File: src/design/assert_macros.svh
// Assertion macros shared by the design files.
// Each one is sampled on clk and switched off while arst_n is low.
`ifndef ASSERT_MACROS_SVH
`define ASSERT_MACROS_SVH

// Check that a property holds at every clock edge outside reset.
`define ASSERT_CLK(lbl, prop, msg) \
	lbl: assert property (@(posedge clk) disable iff (!arst_n) (prop)) else $error(msg);

// Check that a condition is never true outside reset.
`define ASSERT_NEVER(lbl, cond, msg) \
	`ASSERT_CLK(lbl, !(cond), msg)

`endif

File: src/design/i2cbb_pkg.sv
// ---------------------------------------------------------------------------
// i2cbb_pkg
// Types, codes and the command step table of the bit-banged I2C master.
// ---------------------------------------------------------------------------
package i2cbb_pkg;

	localparam int HOLD_W = 24;
	localparam int LINE_W = 4;
	localparam int STEP_W = 5;
	localparam logic [7:0] MSB_MASK = 8'h80;

	// Configuration register indexes
	localparam logic [1:0] REG_HOLD = 2'd0;
	localparam logic [1:0] REG_SDA  = 2'd1;
	localparam logic [1:0] REG_SCL  = 2'd2;

	localparam logic [HOLD_W-1:0] HOLD_RST = 24'd1000;
	localparam logic [LINE_W-1:0] SDA_RST  = 4'd0;
	localparam logic [LINE_W-1:0] SCL_RST  = 4'd1;

	typedef enum logic [2:0] {
		OP_INIT    = 3'd0,
		OP_START   = 3'd1,
		OP_RESTART = 3'd2,
		OP_STOP    = 3'd3,
		OP_ACK     = 3'd4,
		OP_NAK     = 3'd5,
		OP_SEND    = 3'd6,
		OP_READ    = 3'd7
	} op_t;

	typedef enum logic [1:0] {
		LVL_LOW,
		LVL_HIGH,
		LVL_DATA
	} lvl_t;

	typedef enum logic [1:0] {
		ST_IDLE,
		ST_EMIT,
		ST_HOLD
	} state_t;

	// One line write of a command
	typedef struct packed {
		logic is_scl;
		lvl_t level;
		logic last;
		logic shift;
		logic sample;
	} step_t;

	typedef struct packed {
		logic  load;
		logic  emit;
		logic  hold_run;
		step_t step;
	} ctrl_cmd_t;

	typedef struct packed {
		op_t  op;
		logic out_free;
		logic hold_done;
	} dp_sts_t;

	// Decode the line write at position step of a command. phase counts
	// 0..2 inside a send bit group: SCL low, SDA data, SCL high.
	function automatic step_t step_decode(input op_t op, input logic [STEP_W-1:0] step,
		input logic [1:0] phase);
		step_t s;
		s.is_scl = 1'b1;
		s.level  = LVL_LOW;
		s.last   = 1'b0;
		s.shift  = 1'b0;
		s.sample = 1'b0;
		unique case (op)
			OP_INIT: begin
				s.is_scl = (step == 5'd1);
				s.level  = LVL_HIGH;
				s.last   = (step == 5'd1);
			end
			OP_START: begin
				s.last = (step == 5'd2);
				unique case (step)
					5'd0: s.level = LVL_HIGH;
					5'd1: s.is_scl = 1'b0;
					default: s.level = LVL_LOW;
				endcase
			end
			OP_RESTART: begin
				s.last = (step == 5'd3);
				unique case (step)
					5'd0: s.level = LVL_LOW;
					5'd1: begin
						s.is_scl = 1'b0;
						s.level  = LVL_HIGH;
					end
					5'd2: s.level = LVL_HIGH;
					default: s.is_scl = 1'b0;
				endcase
			end
			OP_STOP: begin
				s.last = (step == 5'd3);
				unique case (step)
					5'd0: s.level = LVL_LOW;
					5'd1: s.is_scl = 1'b0;
					5'd2: s.level = LVL_HIGH;
					default: begin
						s.is_scl = 1'b0;
						s.level  = LVL_HIGH;
					end
				endcase
			end
			OP_ACK: begin
				s.last = (step == 5'd3);
				unique case (step)
					5'd0: s.is_scl = 1'b0;
					5'd1: s.level = LVL_HIGH;
					5'd2: s.level = LVL_LOW;
					default: begin
						s.is_scl = 1'b0;
						s.level  = LVL_HIGH;
					end
				endcase
			end
			OP_NAK: begin
				s.last = (step == 5'd2);
				unique case (step)
					5'd0: begin
						s.is_scl = 1'b0;
						s.level  = LVL_HIGH;
					end
					5'd1: s.level = LVL_HIGH;
					default: s.level = LVL_LOW;
				endcase
			end
			OP_SEND: begin
				if (step < 5'd24) begin
					unique case (phase)
						2'd1: begin
							s.is_scl = 1'b0;
							s.level  = LVL_DATA;
							s.shift  = 1'b1;
						end
						2'd2: s.level = LVL_HIGH;
						default: s.level = LVL_LOW;
					endcase
				end else if (step == 5'd24) begin
					s.level = LVL_LOW;
				end else begin
					s.is_scl = 1'b0;
					s.level  = LVL_HIGH;
					s.last   = 1'b1;
				end
			end
			OP_READ: begin
				if (step < 5'd16) begin
					s.level  = step[0] ? LVL_HIGH : LVL_LOW;
					s.sample = step[0];
				end else if (step == 5'd16) begin
					s.level = LVL_LOW;
				end else begin
					s.is_scl = 1'b0;
					s.level  = LVL_HIGH;
					s.last   = 1'b1;
				end
			end
		endcase
		return s;
	endfunction

endpackage

File: src/design/i2cbb_ctrl.sv
// ---------------------------------------------------------------------------
// i2cbb_ctrl
// Command sequencer: walks the line writes of a command and paces them
// with the hold counter of the datapath.
// ---------------------------------------------------------------------------
`include "assert_macros.svh"

module i2cbb_ctrl (
	input  logic                  clk,
	input  logic                  arst_n,
	input  logic                  in_valid,
	output logic                  in_ready,
	input  i2cbb_pkg::dp_sts_t    sts,
	output i2cbb_pkg::ctrl_cmd_t  cmd
);

	i2cbb_pkg::state_t                 state_q, state_d;
	logic [i2cbb_pkg::STEP_W-1:0]      step_q, step_d;
	logic [1:0]                        phase_q, phase_d;
	logic                              last_q, last_d;
	i2cbb_pkg::step_t                  dec;

	assign dec = i2cbb_pkg::step_decode(sts.op, step_q, phase_q);

	always_ff @(posedge clk or negedge arst_n) begin
		if (!arst_n) begin
			state_q <= i2cbb_pkg::ST_IDLE;
			step_q  <= '0;
			phase_q <= '0;
			last_q  <= 1'b0;
		end else begin
			state_q <= state_d;
			step_q  <= step_d;
			phase_q <= phase_d;
			last_q  <= last_d;
		end
	end

	always_comb begin
		state_d      = state_q;
		step_d       = step_q;
		phase_d      = phase_q;
		last_d       = last_q;
		in_ready     = 1'b0;
		cmd.load     = 1'b0;
		cmd.emit     = 1'b0;
		cmd.hold_run = 1'b0;
		cmd.step     = dec;
		unique case (state_q)
			i2cbb_pkg::ST_IDLE: begin
				in_ready = 1'b1;
				if (in_valid) begin
					cmd.load = 1'b1;
					step_d   = '0;
					phase_d  = '0;
					state_d  = i2cbb_pkg::ST_EMIT;
				end
			end
			i2cbb_pkg::ST_EMIT: begin
				// wait for room in the output register
				if (sts.out_free) begin
					cmd.emit = 1'b1;
					last_d   = dec.last;
					state_d  = i2cbb_pkg::ST_HOLD;
				end
			end
			i2cbb_pkg::ST_HOLD: begin
				cmd.hold_run = 1'b1;
				if (sts.hold_done) begin
					if (last_q) begin
						state_d = i2cbb_pkg::ST_IDLE;
					end else begin
						step_d  = step_q + 5'd1;
						phase_d = (phase_q == 2'd2) ? 2'd0 : phase_q + 2'd1;
						state_d = i2cbb_pkg::ST_EMIT;
					end
				end
			end
			default: state_d = i2cbb_pkg::ST_IDLE;
		endcase
	end

	`ASSERT_NEVER(a_step_range, state_q != i2cbb_pkg::ST_IDLE && step_q > 5'd25, "step beyond the longest command")
	`ASSERT_CLK(a_load_start, cmd.load |=> state_q == i2cbb_pkg::ST_EMIT && step_q == '0, "command did not start at its first write")
	`ASSERT_CLK(a_emit_hold, cmd.emit |=> state_q == i2cbb_pkg::ST_HOLD, "line write not followed by a hold")

endmodule

File: src/design/i2cbb_dp.sv
// ---------------------------------------------------------------------------
// i2cbb_dp
// Datapath: configuration registers, send shifter, read assembler, hold
// counter and the output register for line writes.
// ---------------------------------------------------------------------------
`include "assert_macros.svh"

module i2cbb_dp (
	input  logic                          clk,
	input  logic                          arst_n,
	input  logic                          cfg_we,
	input  logic [1:0]                    cfg_index,
	input  logic [i2cbb_pkg::HOLD_W-1:0]  cfg_data,
	input  logic [2:0]                    op,
	input  logic [7:0]                    data_byte,
	input  logic [7:0]                    sda_samples,
	output logic                          out_valid,
	input  logic                          out_ready,
	output logic [i2cbb_pkg::LINE_W-1:0]  line_index,
	output logic                          line_level,
	output logic                          is_last,
	output logic [7:0]                    read_data,
	input  i2cbb_pkg::ctrl_cmd_t          cmd,
	output i2cbb_pkg::dp_sts_t            sts
);

	logic [i2cbb_pkg::HOLD_W-1:0]  hold_cycles_q;
	logic [i2cbb_pkg::LINE_W-1:0]  sda_idx_q;
	logic [i2cbb_pkg::LINE_W-1:0]  scl_idx_q;
	logic [i2cbb_pkg::HOLD_W-1:0]  hold_q;
	logic [i2cbb_pkg::HOLD_W-1:0]  hold_eff;
	i2cbb_pkg::op_t                op_q;
	logic [7:0]                    shift_q;
	logic [7:0]                    samp_q;
	logic [7:0]                    accum_q;
	logic                          out_valid_q;
	logic [i2cbb_pkg::LINE_W-1:0]  line_q;
	logic                          level_q;
	logic                          last_q;
	logic [7:0]                    rd_q;
	logic                          data_bit;

	always_ff @(posedge clk or negedge arst_n) begin
		if (!arst_n) begin
			hold_cycles_q <= i2cbb_pkg::HOLD_RST;
			sda_idx_q     <= i2cbb_pkg::SDA_RST;
			scl_idx_q     <= i2cbb_pkg::SCL_RST;
		end else if (cfg_we) begin
			unique case (cfg_index)
				i2cbb_pkg::REG_HOLD: hold_cycles_q <= cfg_data;
				i2cbb_pkg::REG_SDA:  sda_idx_q <= cfg_data[i2cbb_pkg::LINE_W-1:0];
				i2cbb_pkg::REG_SCL:  scl_idx_q <= cfg_data[i2cbb_pkg::LINE_W-1:0];
				default: ;
			endcase
		end
	end

	// a zero hold setting is taken as one
	assign hold_eff = (hold_cycles_q == '0) ? 24'd1 : hold_cycles_q;
	assign data_bit = |(shift_q & i2cbb_pkg::MSB_MASK);

	always_ff @(posedge clk or negedge arst_n) begin
		if (!arst_n) begin
			hold_q      <= '0;
			out_valid_q <= 1'b0;
		end else begin
			if (cmd.emit) begin
				hold_q <= hold_eff;
			end else if (cmd.hold_run && hold_q != '0) begin
				hold_q <= hold_q - 24'd1;
			end
			if (cmd.emit) begin
				out_valid_q <= 1'b1;
			end else if (out_ready) begin
				out_valid_q <= 1'b0;
			end
		end
	end

	always_ff @(posedge clk or negedge arst_n) begin
		if (!arst_n) begin
			op_q <= i2cbb_pkg::OP_INIT;
		end else if (cmd.load) begin
			op_q <= i2cbb_pkg::op_t'(op);
		end
	end

	always_ff @(posedge clk) begin
		if (cmd.load) begin
			shift_q <= data_byte;
			samp_q  <= sda_samples;
			accum_q <= '0;
		end else if (cmd.emit) begin
			if (cmd.step.shift) begin
				shift_q <= {shift_q[6:0], 1'b0};
			end
			if (cmd.step.sample) begin
				accum_q <= {accum_q[6:0], samp_q[7]};
				samp_q  <= {samp_q[6:0], 1'b0};
			end
		end
		if (cmd.emit) begin
			line_q <= cmd.step.is_scl ? scl_idx_q : sda_idx_q;
			unique case (cmd.step.level)
				i2cbb_pkg::LVL_HIGH: level_q <= 1'b1;
				i2cbb_pkg::LVL_DATA: level_q <= data_bit;
				default:             level_q <= 1'b0;
			endcase
			last_q <= cmd.step.last;
			rd_q   <= (cmd.step.last && op_q == i2cbb_pkg::OP_READ) ? accum_q : 8'd0;
		end
	end

	assign sts.op        = op_q;
	assign sts.out_free  = !out_valid_q || out_ready;
	assign sts.hold_done = (hold_q == 24'd1) || (hold_q == '0);

	assign out_valid  = out_valid_q;
	assign line_index = line_q;
	assign line_level = level_q;
	assign is_last    = last_q;
	assign read_data  = rd_q;

	`ASSERT_CLK(a_rd_last_only, out_valid_q && !last_q |-> rd_q == 8'd0, "read byte too early")

endmodule

File: src/design/i2c_bitbang_master.sv
// ---------------------------------------------------------------------------
// i2c_bitbang_master
// Bit-banged I2C master: expands bus commands into timed SCL/SDA writes.
// ---------------------------------------------------------------------------
// Each accepted command (init, start, restart, stop, ack, nak, send byte,
// read byte) comes out as a run of 2 to 26 line writes, one transfer each,
// in bus order, with is_last set on the final one and the assembled byte on
// read_data at the end of a read. After every write the line level is held
// for the time set in the REG_HOLD register (a value of 0 counts as 1) by
// a 24-bit down counter, and a write waits while the output side stalls.
// The next command is taken once the hold after the last write has run
// out; the last write may still be waiting at the output then. Write
// configuration only while no command is in flight.
// ---------------------------------------------------------------------------
module i2c_bitbang_master (
	input  logic                          clk,
	input  logic                          arst_n,
	input  logic                          cfg_we,
	input  logic [1:0]                    cfg_index,
	input  logic [i2cbb_pkg::HOLD_W-1:0]  cfg_data,
	input  logic                          in_valid,
	output logic                          in_ready,
	input  logic [2:0]                    op,
	input  logic [7:0]                    data_byte,
	input  logic [7:0]                    sda_samples,
	output logic                          out_valid,
	input  logic                          out_ready,
	output logic [i2cbb_pkg::LINE_W-1:0]  line_index,
	output logic                          line_level,
	output logic                          is_last,
	output logic [7:0]                    read_data
);

	i2cbb_pkg::ctrl_cmd_t  cmd;
	i2cbb_pkg::dp_sts_t    sts;

	i2cbb_ctrl u_ctrl (
		.clk      (clk),
		.arst_n   (arst_n),
		.in_valid (in_valid),
		.in_ready (in_ready),
		.sts      (sts),
		.cmd      (cmd)
	);

	i2cbb_dp u_dp (
		.clk         (clk),
		.arst_n      (arst_n),
		.cfg_we      (cfg_we),
		.cfg_index   (cfg_index),
		.cfg_data    (cfg_data),
		.op          (op),
		.data_byte   (data_byte),
		.sda_samples (sda_samples),
		.out_valid   (out_valid),
		.out_ready   (out_ready),
		.line_index  (line_index),
		.line_level  (line_level),
		.is_last     (is_last),
		.read_data   (read_data),
		.cmd         (cmd),
		.sts         (sts)
	);

endmodule
File: config.mk
export PLATFORM = sky130hd
export DESIGN_NAME = i2c_bitbang_master
export DESIGN_NICKNAME = d
export VERILOG_FILES = /design/src/design/i2cbb_pkg.sv /design/src/design/i2cbb_ctrl.sv /design/src/design/i2cbb_dp.sv /design/src/design/i2c_bitbang_master.sv
export VERILOG_INCLUDE_DIRS = /design/src /design/src/design
export SDC_FILE = /design/constraint.sdc
export NUM_CORES = 1
export LEC_CHECK = 0
export BUFFER_PORTS_ARGS = -buffer_cell sky130_fd_sc_hd__buf_2
export CAP_MARGIN = 20
export CORE_ASPECT_RATIO = 1.75
export CORE_UTILIZATION = 34
export CTS_CLUSTER_SIZE = 40
export DETAILED_ROUTE_END_ITERATION = 6
export SYNTH_ARGS = -nofsm -noshare
export SYNTH_HDL_FRONTEND = slang
export SYNTH_SLANG_ARGS = --single-unit
File: constraint.sdc
create_clock -name clk -period 2.64 [get_ports clk]
set_input_delay 0.66 -clock clk [delete_from_list [all_inputs] [get_ports clk]]
set_output_delay 0.66 -clock clk [all_outputs]
set_load 0.03 [all_outputs]
# --- Word level (Yosys, flattened, before mapping) ---
# Index checks and enable logic that the tools add are counted.
classes:
  n_addsub: 3
  n_lt_le_gt_ge: 2
  n_eq_ne: 25
  muxes: 62
  n_reduce_logical: 30
op_table:
  columns: ["operator", "n"]
  rows:
  - ["$mux W24", 3]
  - ["$logic_not A24 Y1", 2]
  - ["$mux W8", 6]
  - ["$mux W1", 34]
  - ["$pmux W4 S8", 1]
  - ["$eq A24 B1 Y1 const B", 1]
  - ["$reduce_bool A24 Y1", 1]
  - ["$sub A24 B1 Y24 const B", 1]
  - ["$mux W2", 8]
  - ["$mux W5", 3]
  - ["$reduce_and A2 Y1", 7]
  - ["$eq A3 B3 Y1 const B", 4]
  - ["$reduce_bool A2 Y1", 6]
  - ["$eq A5 B2 Y1 const B", 2]
  - ["$eq A5 B5 Y1 const B", 2]
  - ["$lt A5 B5 Y1 const B", 2]
  - ["$pmux W5 S2", 1]
  - ["$eq A2 B1 Y1 const B", 4]
  - ["$eq A2 B2 Y1 const B", 4]
  - ["$ne A2 B2 Y1 const B", 4]
  - ["$pmux W2 S2", 2]
  - ["$eq A3 B2 Y1 const B", 2]
  - ["$pmux W2 S3", 1]
  - ["$reduce_or A2 Y1", 3]
  - ["other kinds (15)", 18]
word_totals:
  ff_bits: 108
  inputBits: 50
  output_inout_bits: 16
  wordCells: 139

# --- Depth between registers and ports, before layout ---
logic_depth:
  depth_word: 7
  depth_mapped: 10
  mapped_depth_nobuf: 10

# --- By module ---
# Synthesis repeated with hierarchy kept, for this count alone.
unflattened:
  hier_cells: 489
  area_unflattened_um2: 5405.2
modules_own_cells:
  columns: ["module", "n_inst", "cells_per_inst", "area_each_um2", "seq_area_each_um2"]
  rows:
  - ["i2cbb_dp", 1, 378, 4555.6, 2571.2]
  - ["i2cbb_ctrl", 1, 111, 849.6, 250.2]

# --- Worst setup path before layout ---
# Ideal clock, no wire load.
synth_timing:
  path_type: "register -> register"
  start: "register u_dp.hold_q[8] (netlist bit)"
  end: "register u_ctrl.step_q[3] (netlist bit)"
  setup_ns: 0.078
  arrival_time_ns: 2.499
  t_required_ns: 2.562
  slack_ns: 0.063
  path_stages_with_launch: 8
  path_buffers: 2
  synth_period_minus_slack_ns: 2.577
  cell_sequence: "dfrtp_1 -> or4_4 -> or4_4 -> buf_6 -> or3_4 -> buf_6 -> or3_1 -> a21oi_1"
synth_between:
  elab_chain_len: 4
  elab_cells_between_ends: 5
  classes_between: "eq/ne: 2; reduce/logical: 3"
synth_lines:
  columns: ["item", "line_no", "text"]
  rows:
  - ["from (decl)", "i2cbb_dp.sv:30", "logic [i2cbb_pkg::HOLD_W-1:0] hold_q;"]
  - ["from (signal assigned)", "i2cbb_dp.sv:68", "hold_q <= hold_eff;"]
  - ["from (signal assigned)", "i2cbb_dp.sv:70", "hold_q <= hold_q - 24'd1;"]
  - ["$eq A24 B1 Y1 or $logic_not A24 Y1 (tied branches)", "i2cbb_dp.sv:116", "assign sts.hold_done = (hold_q == 24'd1) || (hold_q == '0);"]
  - ["$logic_or A1 B1 Y1 *", "i2cbb_dp.sv:116", null]
  - ["$ne A2 B2 Y1 (no source line) *", null, null]
  - ["$reduce_and A4 Y1 (no source line) *", null, null]
  - ["to (signal assigned)", "i2cbb_ctrl.sv:33", "step_q <= step_d;"]
  - ["to (decl)", "i2cbb_ctrl.sv:18", "logic [i2cbb_pkg::STEP_W-1:0] step_q, step_d;"]
# Every way passes the cells marked *; elsewhere a longest branch is shown, timed or not.
# A chain may end at the register's enable or synchronous reset.

# --- Worst setup path after layout ---
layout_timing:
  start: "register u_dp.hold_q[8] (netlist bit)"
  end: "register u_ctrl.step_q[4] (netlist bit)"
# Same word-level chain as after synthesis.

==> flow_summary.json <==
{
  "finalMaxSlewViolations": 0,
  "numCtsBuffers": 9,
  "cp.required_ns": 2.91,
  "timing.critical_path.from_type": "flip-flop",
  "finish.utilization_pct": 41.54,
  "worstSetupPathType": "reg2reg",
  "maxClockFrequency_mhz": 392.6,
  "synth_area_um2": 5234,
  "vias_per_cell": 5.272,
  "yosys_warnings": 0,
  "pre_cts_ws_ns": 0.07973,
  "worst_path_max_delay_cell": "sky130_fd_sc_hd__or4_4",
  "worstPathMaxFanout": 8,
  "grt_util_met1_pct": 17.52,
  "yosys_most_used_dff": "sky130_fd_sc_hd__dfrtp_1",
  "cp.buffers_inverters": 0,
  "yosys.area.top_type": "sky130_fd_sc_hd__dfrtp_1",
  "floorplan.initialDensity_pct": 34.93,
  "share_of_layout_cells_above_drive_strength_1_pct": 28.67,
  "synth_edf_count": 30,
  "grt-busiest-layer": "met2",
  "final.setup_skew_ns": 0.006337,
  "use_met3_pct": 2.518,
  "ys_async_sr_fraction_pct": 64.81,
  "floorplan.rows": 59,
  "layout.cells.most_common_list": "90 x sky130_fd_sc_hd__nand2_1, 65 x sky130_fd_sc_hd__buf_2, 63 x sky130_fd_sc_hd__dfrtp_1",
  "die_y_um": 166.1,
  "design.die.area_um2": 15910,
  "ctsRootBufferMaster": "sky130_fd_sc_hd__clkbuf_16",
  "antenna_violating_nets_post_route": 0,
  "grt_start_max_net_pins": 32,
  "final.period_utilization_pct": 96.48,
  "synthDistinctLibCells": 54,
  "design.core.area_um2": 14990,
  "tightest_slew_ns": 0.5363,
  "setup.worst_path.end_class": "flip-flop",
  "antenna_found_initial": 0,
  "path_delay_family": "simple AND/OR/NAND/NOR gates",
  "clock_insertion_delay_worst_skew_ns": 0.35,
  "post_drt_wl_per_cell_um": 15.64,
  "grt.total_usage_pct": 16.05,
  "critical_path.most_common_cell": "sky130_fd_sc_hd__or4_4",
  "insertedDiodeCount": 0,
  "tritoncts": "done",
  "cts_max_level": 3,
  "cpPeakStageDelay_ns": 0.57,
  "syn2layout_area_growth_pct": 18.93,
  "slew-limit-headroom_pct": 64.25,
  "first_pass_iters": 4,
  "finalHoldViolations": 0,
  "design_power_total_mw": 5.986,
  "gp_congestion": 0.8189,
  "ir_drop_mv": 0.3956,
  "arrival_ns": 2.82,
  "numClockSinks": 108,
  "synth_seq_area_share_pct": 53.91,
  "finish.net_count": 633,
  "dpl.hpwl_mm": 8.750,
  "hp-class": "in2async",
  "grt_overflow": 0,
  "p_leak_nw": 2.568,
  "grt_pass1_wl_mm": 20.07,
  "synth_top_cells_by_area": "sky130_fd_sc_hd__dfrtp_1 30%, sky130_fd_sc_hd__edfxtp_1 17%, sky130_fd_sc_hd__mux2_2 8.2%",
  "setup_viol": 0,
  "die_span_x_um": 95.79,
  "post-route-drc-count": 0,
  "via_count": 4017,
  "postSynthCellCount": 497,
  "max-clock-path-buffers": 2,
  "wirelength_mm": 11.92,
  "netlist.area_leader.share_pct": 30.12,
  "port_buffer_cells": 65,
  "post-route-min-period_ns": 2.547,
  "drtIter0Drc": 90,
  "grtUsageMet2_pct": 29.91,
  "grt_pass1_vias": 4200,
  "status": "finished clean",
  "crit_chain": "or4_4, or4_4, or3_4, or3_1, a21oi_1",
  "max_cap_viol_count": 0,
  "boundaryPins": 66,
  "clk_pin_slew_worst_paths_ns": 0.07,
  "layout.filler_cells": 1499,
  "fin_ws_ns": 0.09298,
  "synth_nets": 556,
  "mostFrequentLayoutCell": "sky130_fd_sc_hd__nand2_1",
  "powerDensity_nw_per_um2": 961.6,
  "post_synth.cell_area_avg_um2": 10.53,
  "synth-seq-cells": 108
}
-- cells in the mapped netlist, types with 6 or more instances --
| cell type | number |
|---|---|
| sky130_fd_sc_hd__a21oi_1 | 17 |
| sky130_fd_sc_hd__a31oi_1 | 11 |
| sky130_fd_sc_hd__and2_1 | 11 |
| sky130_fd_sc_hd__clkbuf_1 | 21 |
| sky130_fd_sc_hd__dfrtp_1 | 63 |
| sky130_fd_sc_hd__dfstp_2 | 7 |
| sky130_fd_sc_hd__dfxtp_1 | 8 |
| sky130_fd_sc_hd__edfxtp_1 | 30 |
| sky130_fd_sc_hd__ha_1 | 9 |
| sky130_fd_sc_hd__inv_1 | 6 |
| sky130_fd_sc_hd__mux2_2 | 38 |
| sky130_fd_sc_hd__nand2_1 | 90 |
| sky130_fd_sc_hd__nand2b_1 | 8 |
| sky130_fd_sc_hd__nand3_1 | 11 |
| sky130_fd_sc_hd__nand3b_1 | 6 |
| sky130_fd_sc_hd__nor2_1 | 23 |
| sky130_fd_sc_hd__nor3_1 | 6 |
| sky130_fd_sc_hd__nor4_1 | 12 |
| sky130_fd_sc_hd__o21ai_0 | 23 |
| sky130_fd_sc_hd__or3_1 | 15 |
| sky130_fd_sc_hd__or4_1 | 7 |
-- power by group --
group	total (mW)	internal, mW	switching [mW]
combinational	1.87	0.774	1.10
clock	1.49	0.858	0.629
sequential	2.62	2.26	0.363
-- final cells by class --
cell class | count | area (µm²) | share of cell area (%)
clock buffers | 11 | 275.3 | 4.422
clock inverters | 5 | 62.56 | 1.005
inverters | 7 | 26.28 | 0.4221
multi-input cells | 359 | 2305 | 37.03
flip-flops and latches | 108 | 2821 | 45.33
well taps | 183 | 229.0 | 3.678
repair buffers | 89 | 505.5 | 8.121
-- metal layers --
metal / share of wire, % / routed length (µm) / vias to the layer above
met4: 2.2 / 258 / 0
li1: - / - / 1950
met3: 2.9 / 349 / 19
met5: 0 / 0 / -
met2: 56 / 6645 / 78
met1: 39 / 4664 / 1970
-- stage by stage --
| step | cells | cell area [µm²] | hold WS [ns] | setup TNS [ns] |
|---|---|---|---|---|
| after floorplan | 497 | 5234 | 0.3644 | 0 |
| after global placement | 742 | 5847 | 0.4356 | 0 |
| after detailed placement | 742 | 5847 | 0.4465 | 0 |
| after CTS | 758 | 6185 | 0.2921 | 0 |
| after global routing | 762 | 6225 | 0.3292 | -0.004700 |
| final | 762 | 6225 | 0.2844 | 0 |
-- flip-flops by register name, summed over array words and instances (netlist names) --
signal,count
u_dp.hold_cycles_q,24
u_dp.sda_idx_q,4
u_dp.out_valid,1
u_dp.read_data,8
u_dp.is_last,1
u_dp.line_index,4
u_dp.hold_q,24
u_dp.accum_q,8
u_dp.samp_q,8
u_dp.shift_q,8
u_ctrl.phase_q,2
u_dp.scl_idx_q,4
u_ctrl.last_q,1
u_ctrl.state_q,2
u_ctrl.step_q,5
u_dp.line_level,1
u_dp.op_q,3
-- cells by family after synthesis --
family / after synthesis / share of synthesized area, %
AOI/OAI and AO/OA: 78 / 9.228
xor gates and xnor gates: 6 / 1.004
adders and majority gates: 10 / 2.343
buffers and inverters: 30 / 2.438
DFF: 108 / 53.91
muxes: 43 / 9.132
and+or+nand+nor: 222 / 21.95
-- repair_timing --
item | in CTS | in global routing
gates resized for setup | 0 | 2
setup buffers | 0 | 3
setup endpoints to repair | 0 | 6
hold buffers | 0 | 0
-- path summary, 6_finish.rpt --
kind	start	endpoint	slack [ns]	cells past startpoint
min in group clk	u_dp.accum_q[7]$_SDFFE_PP0P_	u_dp.accum_q[7]$_SDFFE_PP0P_	0.45	2
worst max register to register	u_dp.hold_q[8]$_DFFE_PN0P_	u_ctrl.step_q[4]$_DFFE_PN0P_	0.09	5
worst max-delay path	u_dp.hold_q[8]$_DFFE_PN0P_	u_ctrl.step_q[4]$_DFFE_PN0P_	0.09	5
worst min-delay path	arst_n	u_dp.hold_cycles_q[4]$_DFFE_PN0P_	0.28	1
max in group asynchronous	arst_n	u_dp.hold_q[13]$_DFFE_PN0P_	1.61	2
worst min register to register	u_dp.accum_q[7]$_SDFFE_PP0P_	u_dp.accum_q[7]$_SDFFE_PP0P_	0.45	2
(Power assumes the default switching activity.)
